$ cat src/hw/rtl/lir_pkg.sv
package lir_pkg;

  localparam int unsigned SAMPLE_BITS  = 16;
  localparam int unsigned FRAC_BITS    = 16;
  localparam int unsigned MAX_UPSAMPLE = 64;
  localparam int unsigned ACC_BITS     = 36;
  localparam int unsigned CNT_BITS     = 21;
  localparam int unsigned STEP_BITS    = 24;
  localparam int unsigned IP_BITS      = ACC_BITS - FRAC_BITS;
  localparam int unsigned N_BITS       = $clog2(MAX_UPSAMPLE + 1);
  localparam int unsigned QDEPTH       = 2;
  localparam int unsigned QPTR_BITS    = $clog2(QDEPTH);
  localparam int unsigned QCNT_BITS    = $clog2(QDEPTH + 1);
  localparam int unsigned CFG_IDX_BITS = 2;
  localparam int unsigned CFG_DAT_BITS = 24;

  localparam logic [CNT_BITS-1:0]  IN_LENGTH_RST  = CNT_BITS'(1000);
  localparam logic [CNT_BITS-1:0]  OUT_LENGTH_RST = CNT_BITS'(1800);
  localparam logic [STEP_BITS-1:0] STEP_RST       = STEP_BITS'(36409);

  typedef enum logic [CFG_IDX_BITS-1:0] {
    REG_IN_LENGTH  = 2'd0,
    REG_OUT_LENGTH = 2'd1,
    REG_STEP       = 2'd2
  } lir_reg_e;

  // One queued input item, already classified by the front end.
  typedef struct packed {
    logic signed [SAMPLE_BITS-1:0] sample;
    logic                          last;
    logic [CNT_BITS-1:0]           index;
  } lir_item_t;

  typedef struct packed {
    logic                 full;
    logic                 empty;
    logic [QCNT_BITS-1:0] count;
  } lir_q_status_t;

  typedef struct packed {
    logic              emit;
    logic              pop;
    logic              last;
    logic [N_BITS-1:0] n;
  } lir_back_status_t;

endpackage

$ cat src/hw/rtl/lir_front.sv
module lir_front (
  input  logic                                clk_i,
  input  logic                                rst_ni,
  input  logic                                in_valid_i,
  output logic                                in_stall_o,
  input  logic signed [lir_pkg::SAMPLE_BITS-1:0] sample_in_i,
  input  logic [lir_pkg::CNT_BITS-1:0]        in_length_i,
  input  logic                                q_full_i,
  output logic                                push_o,
  output lir_pkg::lir_item_t                  item_o
);
  import lir_pkg::*;

  logic [CNT_BITS-1:0] ic_q, ic_d;
  logic                last;

  assign in_stall_o = q_full_i;
  assign push_o     = in_valid_i && !q_full_i;
  assign last       = ({1'b0, ic_q} + (CNT_BITS+1)'(1)) >= {1'b0, in_length_i};

  assign item_o.sample = sample_in_i;
  assign item_o.last   = last;
  assign item_o.index  = ic_q;

  // restart the count on the final item of a block
  assign ic_d = last ? '0 : ic_q + CNT_BITS'(1);

  always_ff @(posedge clk_i or negedge rst_ni) begin
    if (!rst_ni) begin
      ic_q <= '0;
    end else if (push_o) begin
      ic_q <= ic_d;
    end
  end

endmodule

$ cat src/hw/rtl/lir_queue.sv
module lir_queue (
  input  logic                 clk_i,
  input  logic                 rst_ni,
  input  logic                 push_i,
  input  lir_pkg::lir_item_t   item_i,
  input  logic                 pop_i,
  output lir_pkg::lir_item_t   head_o,
  output lir_pkg::lir_q_status_t status_o
);
  import lir_pkg::*;

  lir_item_t             slots_q [QDEPTH];
  logic [QPTR_BITS-1:0]  wr_ptr_q, rd_ptr_q;
  logic [QCNT_BITS-1:0]  count_q;

  assign head_o          = slots_q[rd_ptr_q];
  assign status_o.count  = count_q;
  assign status_o.full   = count_q == QCNT_BITS'(QDEPTH);
  assign status_o.empty  = count_q == '0;

  function automatic logic [QPTR_BITS-1:0] next_ptr(input logic [QPTR_BITS-1:0] p);
    next_ptr = (p == QPTR_BITS'(QDEPTH - 1)) ? '0 : p + QPTR_BITS'(1);
  endfunction

  always_ff @(posedge clk_i) begin
    if (push_i) begin
      slots_q[wr_ptr_q] <= item_i;
    end
  end

  always_ff @(posedge clk_i or negedge rst_ni) begin
    if (!rst_ni) begin
      wr_ptr_q <= '0;
      rd_ptr_q <= '0;
      count_q  <= '0;
    end else begin
      if (push_i) wr_ptr_q <= next_ptr(wr_ptr_q);
      if (pop_i)  rd_ptr_q <= next_ptr(rd_ptr_q);
      if (push_i && !pop_i)      count_q <= count_q + QCNT_BITS'(1);
      else if (pop_i && !push_i) count_q <= count_q - QCNT_BITS'(1);
    end
  end

endmodule

$ cat src/hw/rtl/lir_back.sv
module lir_back (
  input  logic                                   clk_i,
  input  logic                                   rst_ni,
  input  lir_pkg::lir_item_t                     head_i,
  input  logic                                   q_empty_i,
  output logic                                   pop_o,
  input  logic [lir_pkg::CNT_BITS-1:0]           out_length_i,
  input  logic [lir_pkg::STEP_BITS-1:0]          step_i,
  output logic                                   out_valid_o,
  input  logic                                   out_stall_i,
  output logic signed [lir_pkg::SAMPLE_BITS-1:0] sample_out_o,
  output logic                                   block_end_o,
  output lir_pkg::lir_back_status_t              status_o
);
  import lir_pkg::*;

  localparam int unsigned PROD_BITS = SAMPLE_BITS + FRAC_BITS + 2;

  logic [ACC_BITS-1:0]           acc_q;
  logic [CNT_BITS-1:0]           oc_q;
  logic signed [SAMPLE_BITS-1:0] prev_q;
  logic [N_BITS-1:0]             n_q;
  logic                          out_valid_q;
  logic signed [SAMPLE_BITS-1:0] out_sample_q;
  logic                          out_end_q;

  logic [IP_BITS-1:0]            ip;
  logic                          behind, room, cap_ok, more, closing, adv, active;
  logic signed [SAMPLE_BITS:0]   diff;
  logic signed [FRAC_BITS:0]     frac;
  logic signed [PROD_BITS-1:0]   prod, sum;
  logic signed [SAMPLE_BITS-1:0] interp, value;

  assign ip      = acc_q[ACC_BITS-1:FRAC_BITS];
  assign behind  = {{(CNT_BITS-IP_BITS){1'b0}}, ip} < head_i.index;
  assign room    = ({1'b0, oc_q} + (CNT_BITS+1)'(1)) < {1'b0, out_length_i};
  assign cap_ok  = n_q < N_BITS'(MAX_UPSAMPLE);
  // the final item keeps one slot for the closing output
  assign more    = cap_ok && room &&
                   (head_i.last ? (n_q < N_BITS'(MAX_UPSAMPLE - 1)) : behind);
  assign closing = head_i.last && ({1'b0, oc_q} < {1'b0, out_length_i}) && cap_ok;
  assign adv     = !out_valid_q || !out_stall_i;
  assign active  = !q_empty_i && adv;
  assign pop_o   = active && !more;

  // left + (right - left) * frac, rounded half up
  assign diff   = (SAMPLE_BITS+1)'(head_i.sample) - (SAMPLE_BITS+1)'(prev_q);
  assign frac   = {1'b0, acc_q[FRAC_BITS-1:0]};
  assign prod   = PROD_BITS'(diff) * PROD_BITS'(frac);
  assign sum    = (PROD_BITS'(prev_q) <<< FRAC_BITS) + prod
                  + PROD_BITS'(1 << (FRAC_BITS - 1));
  assign interp = sum[FRAC_BITS+SAMPLE_BITS-1:FRAC_BITS];
  assign value  = behind ? interp : head_i.sample;

  assign out_valid_o   = out_valid_q;
  assign sample_out_o  = out_sample_q;
  assign block_end_o   = out_end_q;

  assign status_o.emit = active && (more || closing);
  assign status_o.pop  = pop_o;
  assign status_o.last = head_i.last;
  assign status_o.n    = n_q;

  always_ff @(posedge clk_i or negedge rst_ni) begin
    if (!rst_ni) begin
      acc_q       <= '0;
      oc_q        <= '0;
      prev_q      <= '0;
      n_q         <= '0;
      out_valid_q <= 1'b0;
    end else begin
      if (active && (more || closing)) begin
        out_valid_q <= 1'b1;
      end else if (!out_stall_i) begin
        out_valid_q <= 1'b0;
      end
      if (active) begin
        if (more) begin
          n_q   <= n_q + N_BITS'(1);
          oc_q  <= oc_q + CNT_BITS'(1);
          acc_q <= acc_q + ACC_BITS'(step_i);
        end else begin
          n_q    <= '0;
          prev_q <= head_i.sample;
          if (head_i.last) begin
            acc_q <= '0;
            oc_q  <= '0;
          end
        end
      end
    end
  end

  always_ff @(posedge clk_i) begin
    if (active && more) begin
      out_sample_q <= value;
      out_end_q    <= 1'b0;
    end else if (active && closing) begin
      out_sample_q <= head_i.sample;
      out_end_q    <= 1'b1;
    end
  end

endmodule

$ cat src/hw/rtl/linear_interp_resampler.sv
// Channel  Handshake                 Payload
// input    in_valid_i / in_stall_o   sample_in_i
// output   out_valid_o / out_stall_i sample_out_o, block_end_o
// config   cfg_valid_i / cfg_ready_o cfg_index_i, cfg_data_i
//
// Each item yields m outputs (at most 64) before its pop; a block's last item is
// popped with its closing output; one datapath emits at most one output per cycle.
// Items enter a two-entry queue, so the input side runs ahead while outputs drain.
// A stalled output holds the back end; the input stalls only when the queue is full.
// Reset clears the position, counters and previous sample and loads the length
// and step registers with their defaults; no clearing pass is needed.
module linear_interp_resampler (
  input  logic                                   clk_i,
  input  logic                                   rst_ni,
  input  logic                                   in_valid_i,
  output logic                                   in_stall_o,
  input  logic signed [lir_pkg::SAMPLE_BITS-1:0] sample_in_i,
  output logic                                   out_valid_o,
  input  logic                                   out_stall_i,
  output logic signed [lir_pkg::SAMPLE_BITS-1:0] sample_out_o,
  output logic                                   block_end_o,
  input  logic                                   cfg_valid_i,
  output logic                                   cfg_ready_o,
  input  logic [lir_pkg::CFG_IDX_BITS-1:0]       cfg_index_i,
  input  logic [lir_pkg::CFG_DAT_BITS-1:0]       cfg_data_i
);
  import lir_pkg::*;

  logic [CNT_BITS-1:0]  in_length_q, out_length_q;
  logic [STEP_BITS-1:0] step_q;

  logic             push, pop;
  lir_item_t        item, head;
  lir_q_status_t    q_stat;
  lir_back_status_t bk_stat;

  assign cfg_ready_o = 1'b1;

  always_ff @(posedge clk_i or negedge rst_ni) begin
    if (!rst_ni) begin
      in_length_q  <= IN_LENGTH_RST;
      out_length_q <= OUT_LENGTH_RST;
      step_q       <= STEP_RST;
    end else if (cfg_valid_i && cfg_ready_o) begin
      case (lir_reg_e'(cfg_index_i))
        REG_IN_LENGTH:  in_length_q  <= cfg_data_i[CNT_BITS-1:0];
        REG_OUT_LENGTH: out_length_q <= cfg_data_i[CNT_BITS-1:0];
        REG_STEP:       step_q       <= cfg_data_i[STEP_BITS-1:0];
        default: ;
      endcase
    end
  end

  lir_front u_front (
    .clk_i       (clk_i),
    .rst_ni      (rst_ni),
    .in_valid_i  (in_valid_i),
    .in_stall_o  (in_stall_o),
    .sample_in_i (sample_in_i),
    .in_length_i (in_length_q),
    .q_full_i    (q_stat.full),
    .push_o      (push),
    .item_o      (item)
  );

  lir_queue u_queue (
    .clk_i    (clk_i),
    .rst_ni   (rst_ni),
    .push_i   (push),
    .item_i   (item),
    .pop_i    (pop),
    .head_o   (head),
    .status_o (q_stat)
  );

  lir_back u_back (
    .clk_i        (clk_i),
    .rst_ni       (rst_ni),
    .head_i       (head),
    .q_empty_i    (q_stat.empty),
    .pop_o        (pop),
    .out_length_i (out_length_q),
    .step_i       (step_q),
    .out_valid_o  (out_valid_o),
    .out_stall_i  (out_stall_i),
    .sample_out_o (sample_out_o),
    .block_end_o  (block_end_o),
    .status_o     (bk_stat)
  );

  a_q_bound: assert property (@(posedge clk_i) disable iff (!rst_ni)
    q_stat.count <= QCNT_BITS'(QDEPTH))
    else $error("queue count beyond depth");

  a_no_overflow: assert property (@(posedge clk_i) disable iff (!rst_ni)
    push |-> !q_stat.full)
    else $error("item pushed into a full queue");

  a_n_bound: assert property (@(posedge clk_i) disable iff (!rst_ni)
    bk_stat.n <= N_BITS'(MAX_UPSAMPLE))
    else $error("per-item output count beyond cap");

  a_n_restart: assert property (@(posedge clk_i) disable iff (!rst_ni)
    bk_stat.pop |=> bk_stat.n == '0)
    else $error("output count not restarted after pop");

  a_valid_src: assert property (@(posedge clk_i) disable iff (!rst_ni)
    $rose(out_valid_o) |-> $past(bk_stat.emit))
    else $error("output valid without an emitted item");

endmodule
$ cat config.mk
export PLATFORM = sky130hd
export DESIGN_NAME = linear_interp_resampler
export DESIGN_NICKNAME = d
export VERILOG_FILES = /design/src/hw/rtl/lir_pkg.sv /design/src/hw/rtl/lir_front.sv /design/src/hw/rtl/lir_queue.sv /design/src/hw/rtl/lir_back.sv /design/src/hw/rtl/linear_interp_resampler.sv
export SDC_FILE = /design/constraint.sdc
export NUM_CORES = 1
export LEC_CHECK = 0
export BUFFER_PORTS_ARGS = -buffer_cell sky130_fd_sc_hd__buf_2
export CAP_MARGIN = 20
export CORE_AREA = 2 2 253 355
export CTS_BUF_LIST = sky130_fd_sc_hd__clkbuf_16
export CTS_CLUSTER_SIZE = 16
export DETAILED_ROUTE_END_ITERATION = 7
export DIE_AREA = 0 0 255 357
export SYNTH_ARGS = -nofsm -noshare
export SYNTH_HDL_FRONTEND = slang
export SYNTH_SLANG_ARGS = --single-unit
export TNS_END_PERCENT = 20
$ cat constraint.sdc
create_clock -name clk_i -period 19.8 [get_ports clk_i]
set_clock_uncertainty 0.1 [all_clocks]
set_input_delay 3.96 -clock clk_i [delete_from_list [all_inputs] [get_ports clk_i]]
set_output_delay 3.96 -clock clk_i [all_outputs]
set_load 0.01 [all_outputs]
==> Yosys cells after proc, flatten, opt, wreduce, memory -nomap -nowiden <==
Memory sizes are Yosys's and may differ from the RTL's.
Cells that the tools add are included.
{ "word_totals": {"reg_bits": 189, "mem_bits_rw": 76, "input_bits": 47, "out_inout_bits": 20, "wordCells": 89, "memories": 1} }
{ "mem_list": {"columns": ["name", "words", "word_bits", "read_ports", "rd_clocked_by_memory_dff", "write_ports", "line_no", "source"], "rows": [
  ["u_queue.slots_q", 2, 38, 1, 0, 1, "lir_queue.sv:12", "lir_item_t slots_q [QDEPTH];"]
]} }
{ "op_classes": {"addsub": 13, "n_mul": 1, "magnitude_cmp": 6, "n_eq_ne": 4, "mux": 18, "bitwise": 1, "reduce_logical": 31} }
{ "op_table": {"columns": ["operator", "n"], "rows": [
  ["$mux 36", 2],
  ["$mux 21", 3],
  ["$mux 16", 3],
  ["$add 21x1->22 const B", 2],
  ["$add 21x1->21 const B", 2],
  ["$add 36x24->36", 1],
  ["$add 32x17->32 const B", 1],
  ["$add 32x32->32", 1],
  ["$mul 17x17->32", 1],
  ["$ge 22x21->1", 1],
  ["$lt 22x21->1", 1],
  ["$lt 20x21->1", 1],
  ["$lt 21x21->1", 1],
  ["$sub 16x16->17", 1],
  ["$logic_and 1x1->1", 12],
  ["$reduce_and 2->1", 5],
  ["$add 7x1->7 const B", 1],
  ["$logic_not 1->1", 7],
  ["$lt 7x6->1 const B", 1],
  ["$lt 7x7->1 const B", 1],
  ["$mux 1", 7],
  ["$mux 7", 1],
  ["$reduce_bool 2->1", 3],
  ["$eq 2x2->1 const B", 2],
  ["9 further kinds", 13]
]} }

==> Logic depth before layout (Yosys ltp) <==
{ "logic_depth": {"ltp_word": 9, "mapped_depth": 35, "mapped_depth_nobuf": 32} }

==> By module <==
Synthesis repeated with hierarchy kept, for this count alone.
{ "hier_totals": {"cells_unflattened": 2595, "hier_area_um2": 26399.1} }
{ "modules_own_cells": {"columns": ["mod", "n_inst", "cells_each", "area_each_um2", "seq_area_each_um2"], "rows": [
  ["lir_back", 1, 2059, 18748.0, 2527.4],
  ["lir_queue", 1, 134, 2975.4, 2382.3],
  ["linear_interp_resampler", 1, 143, 2527.4, 1674.1],
  ["lir_front", 1, 259, 2148.3, 525.5]
]} }

==> Least setup slack after synthesis <==
No wires, ideal clock.
{ "synth_path": {"path_type": "reg2reg", "start": "register u_queue.rd_ptr_q", "end": "register u_back.out_sample_q[15], in the netlist u_back.sample_out_o[15] (data pin)", "setup_time_ns": 0.260, "t_arrival_ns": 8.694, "required_ns": 19.440, "slack_ns": 10.746, "path_stages_with_launch": 35, "n_path_buf": 5, "period_less_slack_ns": 9.054, "cell_sequence": "dfrtp_1 buf_2 buf_1 mux2i_1 inv_1 ha_1 nor2b_1 o21a_1 o21ai_1 a21oi_1 o211a_1 o211a_1 buf_2 or2_1 clkbuf_1 buf_2 a311oi_1 fa_1 fa_1 fa_1 inv_1 fa_1 fa_1 inv_1 fa_1 inv_1 ha_1 a211oi_1 o21ai_0 o211ai_1 or4b_1 a311oi_1 xnor2_1 xnor2_1 mux2_2"} }
{ "synth_rtl": {"columns": ["element", "line_no", "source"], "rows": [
  ["from (decl)", "lir_queue.sv:13", "logic [QPTR_BITS-1:0] wr_ptr_q, rd_ptr_q;"],
  ["from (signal assigned)", "lir_queue.sv:38", "if (pop_i) rd_ptr_q <= next_ptr(rd_ptr_q);"],
  ["to (signal assigned)", "lir_back.sv:96", "out_sample_q <= value;"],
  ["to (signal assigned)", "lir_back.sv:99", "out_sample_q <= head_i.sample;"],
  ["to (decl)", "lir_back.sv:24", "logic signed [SAMPLE_BITS-1:0] out_sample_q;"]
]} }

==> results.tsv <==
stage	metric	value	unit
sta	min Tclk post-route	9.95	ns
synth	Post-Syn Area	0.0262	mm^2
sta	fmax	0.101	GHz
detailed_routing	drt pass-1 iters	5	
critical_path	worst-path fanout max	40	
detailed_routing	Routed WL	68000	um
cts	clk slew on worst S/H paths	0.06	ns
finish	Register Area	0.00711	mm^2
detailed_routing	DRC viols	0	
detailed_routing	Post-DRT Antenna Nets	0	
cts	htree depth	1	
grt	first-pass GRT wire length	110000	um
finish	multi-input gate area in the final layout	0.0171	mm^2
floorplanning	Ports	67	
finish	diode count	0	
grt	vias in the first global route	20080	
sta	Slew Viols, Final	0	
critical_path	Worst path most repeated cell	fa_1	
detailed_routing	Initial DRC Count	810	
detailed_routing	top layer in use	met4	
sta	Hold Violations, Final	0	
finish	Syn-to-layout area delta	9.68	%
finish	fillcell total	9081	
sta	final period utilization	50.2	%
placed_design	HPWL after DPL	52900	um
synth	Mean Syn Cell Area	9.73	um^2
detailed_routing	routed wl met2	36800	um
grt	initial antenna violation count	0	
synth	Post-synth EDFFs	92	
synth	post-synth cell types	82	
synth	synthesized instance count	2697	
floorplanning	starting density of the core	29.8	%
sta	Rel. slew slack	20.5	%
floorplanning	Rows	129	
critical_path	crit end category	flip-flop	
cts	CTS max path bufs	3	
critical_path	Crit Path Class	reg2reg	
floorplanning	width of the die	255	um
critical_path	startpoint types	flip-flop	
run	max cap viols	0	
critical_path	CP Data Required Time	20.01	ns
floorplanning	die height	357	um
cts	post-cts resize count	0	
synth	Mapped Nets	3250	
critical_path	critical path data arrival time	10.15	ns
cts	Post-CTS Hold Fix Bufs	0	
sta	count of final setup violators	0	
sta	RSZ-0062 raised after global routing	false	
cts	TritonCTS clock tree	done	
grt	grt ovf	0	
placed_design	RePlAce Congestion	0.838	
detailed_routing	Wirelength per Cell	17.4	um
critical_path	Max stage delay on crit path	0.55	ns
floorplanning	die area	0.0910	mm^2
outcome	outcome	complete, no violations	
hold_path	Worst Hold Class	reg2reg	
synth	asr flop ratio synth	64.9	%
synth	post-synthesis sequential area ratio	27.1	%
finish	share of cells above drive strength 1	9.17	%
synth	top_reg_cell synth	dfrtp_1	
cts	worst skew pair latency	0.60	ns
floorplanning	Core ar.	0.0880	mm^2
detailed_routing	met3 WL	1520	um
sta	worst-margin pin slew	1.18	ns
cts	Post-CTS Setup Bufs	0	
detailed_routing	vias	18780	
cts	Clock Sinks	265	
synth	Syn. warnings	0	
detailed_routing	DRT met1 WL	26500	um
grt	largest net degree at the start of global routing	62	
grt	overall global routing resource usage	15.4	%
detailed_routing	Via density	4.79	
critical_path	Slowest cell on crit path	fa_1	
sta	setup TNS	0	ns
cts	CTS Buf Count	27	
placed_design	I/O Buffers	65	
cts	clock root buffer master	clkbuf_16	
synth	FF+latch count, synth	265	
finish	# nets final	3270	
-- per-stage QoR --
stage | setup WS [ns] | cell area, um^2 | hold slack (ns) | utilization, % | std cells
floorplan | 10.75 | 26200 | 0.355 | - | 2697
global placement | 9.94 | 27900 | 0.334 | 31.8 | 3866
detailed placement | 9.83 | 27900 | 0.339 | 31.8 | 3866
CTS | 9.82 | 28800 | 0.350 | 32.7 | 3916
global route | 9.24 | 28800 | 0.367 | 32.7 | 3917
finish | 9.85 | 28800 | 0.342 | 32.7 | 3917
-- critical path, delay by kind of cell, from the launching register on --
kind	cells	cell delay, ns
DFF	1	0.34
buffers and inverters	6	0.87
and+or+nand+nor	3	0.80
muxes	1	0.47
adders and majority gates	8	3.70
AOI/OAI and AO/OA	13	3.40
-- synthesized netlist by cell type (all sizes together), types with 18 or more instances --
| cell | count | area (um^2) |
|---|---|---|
| mux2 | 66 | 747 |
| nand3 | 58 | 290 |
| clkbuf | 88 | 332 |
| inv | 445 | 1670 |
| and3 | 36 | 225 |
| edfxtp | 92 | 2760 |
| dfstp | 18 | 473 |
| a21oi | 68 | 340 |
| dfrtp | 154 | 3850 |
| xor2 | 39 | 342 |
| nand2 | 301 | 1140 |
| o211ai | 22 | 170 |
| and2 | 146 | 913 |
| mux2i | 32 | 320 |
| xnor2 | 73 | 647 |
| buf | 22 | 106 |
| nor3 | 23 | 115 |
| a21o | 42 | 315 |
| fa | 286 | 5730 |
| ha | 220 | 2750 |
| o21ai | 142 | 714 |
| nor2b | 38 | 238 |
| nor2 | 46 | 175 |
-- path summary, 6_finish.rpt --
| check | start | endpoint | slack (ns) | cells after the start |
|---|---|---|---|---|
| min in group asynchronous | rst_ni | u_back.oc_q[6] | 3.24 | 1 |
| hold / removal | u_back.block_end_o | u_back.block_end_o | 0.34 | 2 |
| hold reg to reg | u_back.block_end_o | u_back.block_end_o | 0.34 | 2 |
| setup / recovery | u_queue.rd_ptr_q | u_back.sample_out_o[14] | 9.85 | 31 |
| setup reg to reg | u_queue.rd_ptr_q | u_back.sample_out_o[14] | 9.85 | 31 |
| max in group asynchronous | rst_ni | u_queue.rd_ptr_q | 14.25 | 3 |
-- area by class of cell --
type	count	share of cell area [%]
Clock buffer	27	2.35
Clock inverter	23	0.591
Inverter	445	5.80
Multi-Input combinational cell	1877	59.3
Sequential cell	265	24.7
Tap cell	1179	5.12
Timing Repair Buffer	101	2.10
-- state kept, by name (all words and copies together) (netlist names) --
| register | cells |
|---|---|
| u_queue.slots_q | 76 |
| u_back.block_end_o | 1 |
| u_queue.rd_ptr_q | 1 |
| out_length_q | 21 |
| u_back.n_q | 7 |
| u_queue.count_q | 2 |
| u_back.acc_q | 36 |
| u_back.sample_out_o | 16 |
| in_length_q | 21 |
| step_q | 24 |
| u_back.out_valid_o | 1 |
| u_back.prev_q | 16 |
| u_queue.wr_ptr_q | 1 |
| u_back.oc_q | 21 |
| u_front.ic_q | 21 |
-- routing by layer --
layer | global-route usage [%] | vias up
met2 | 29.5 | 297
li1 | - | 8933
met1 | 17.3 | 9435
met3 | 1.05 | 115
met4 | 6.69 | 0
met5 | 0 | -
-- cells by family (layout without fill, tap and decap cells) --
group | count (synthesis) | in the layout | share of synthesized area [%]
multiplexers | 98 | 98 | 4.07
buffers and inverters | 555 | 596 | 8.03
other | 1 | 1 | 0.0143
flip-flops | 265 | 265 | 27.1
adder cells (fa/ha/maj) | 506 | 506 | 32.3
AND/OR/NAND/NOR | 730 | 730 | 13.9
AO/OA/AOI/OAI | 430 | 430 | 10.8
XOR/XNOR | 112 | 112 | 3.77
-- placed cells by master (no fill, tap or decap), types with 64 or more instances in the layout --
master,netlist,final
inv_1,445,450
nand2_1,300,300
fa_1,286,286
ha_1,220,220
dfrtp_1,154,153
and2_1,145,145
o21ai_0,137,135
edfxtp_1,92,92
xnor2_1,72,70
a21oi_1,68,68
mux2_2,65,65
buf_2,13,64
Power is not shown: default switching activity piles up to over one toggle a cycle in this logic, so the estimate is an artifact.
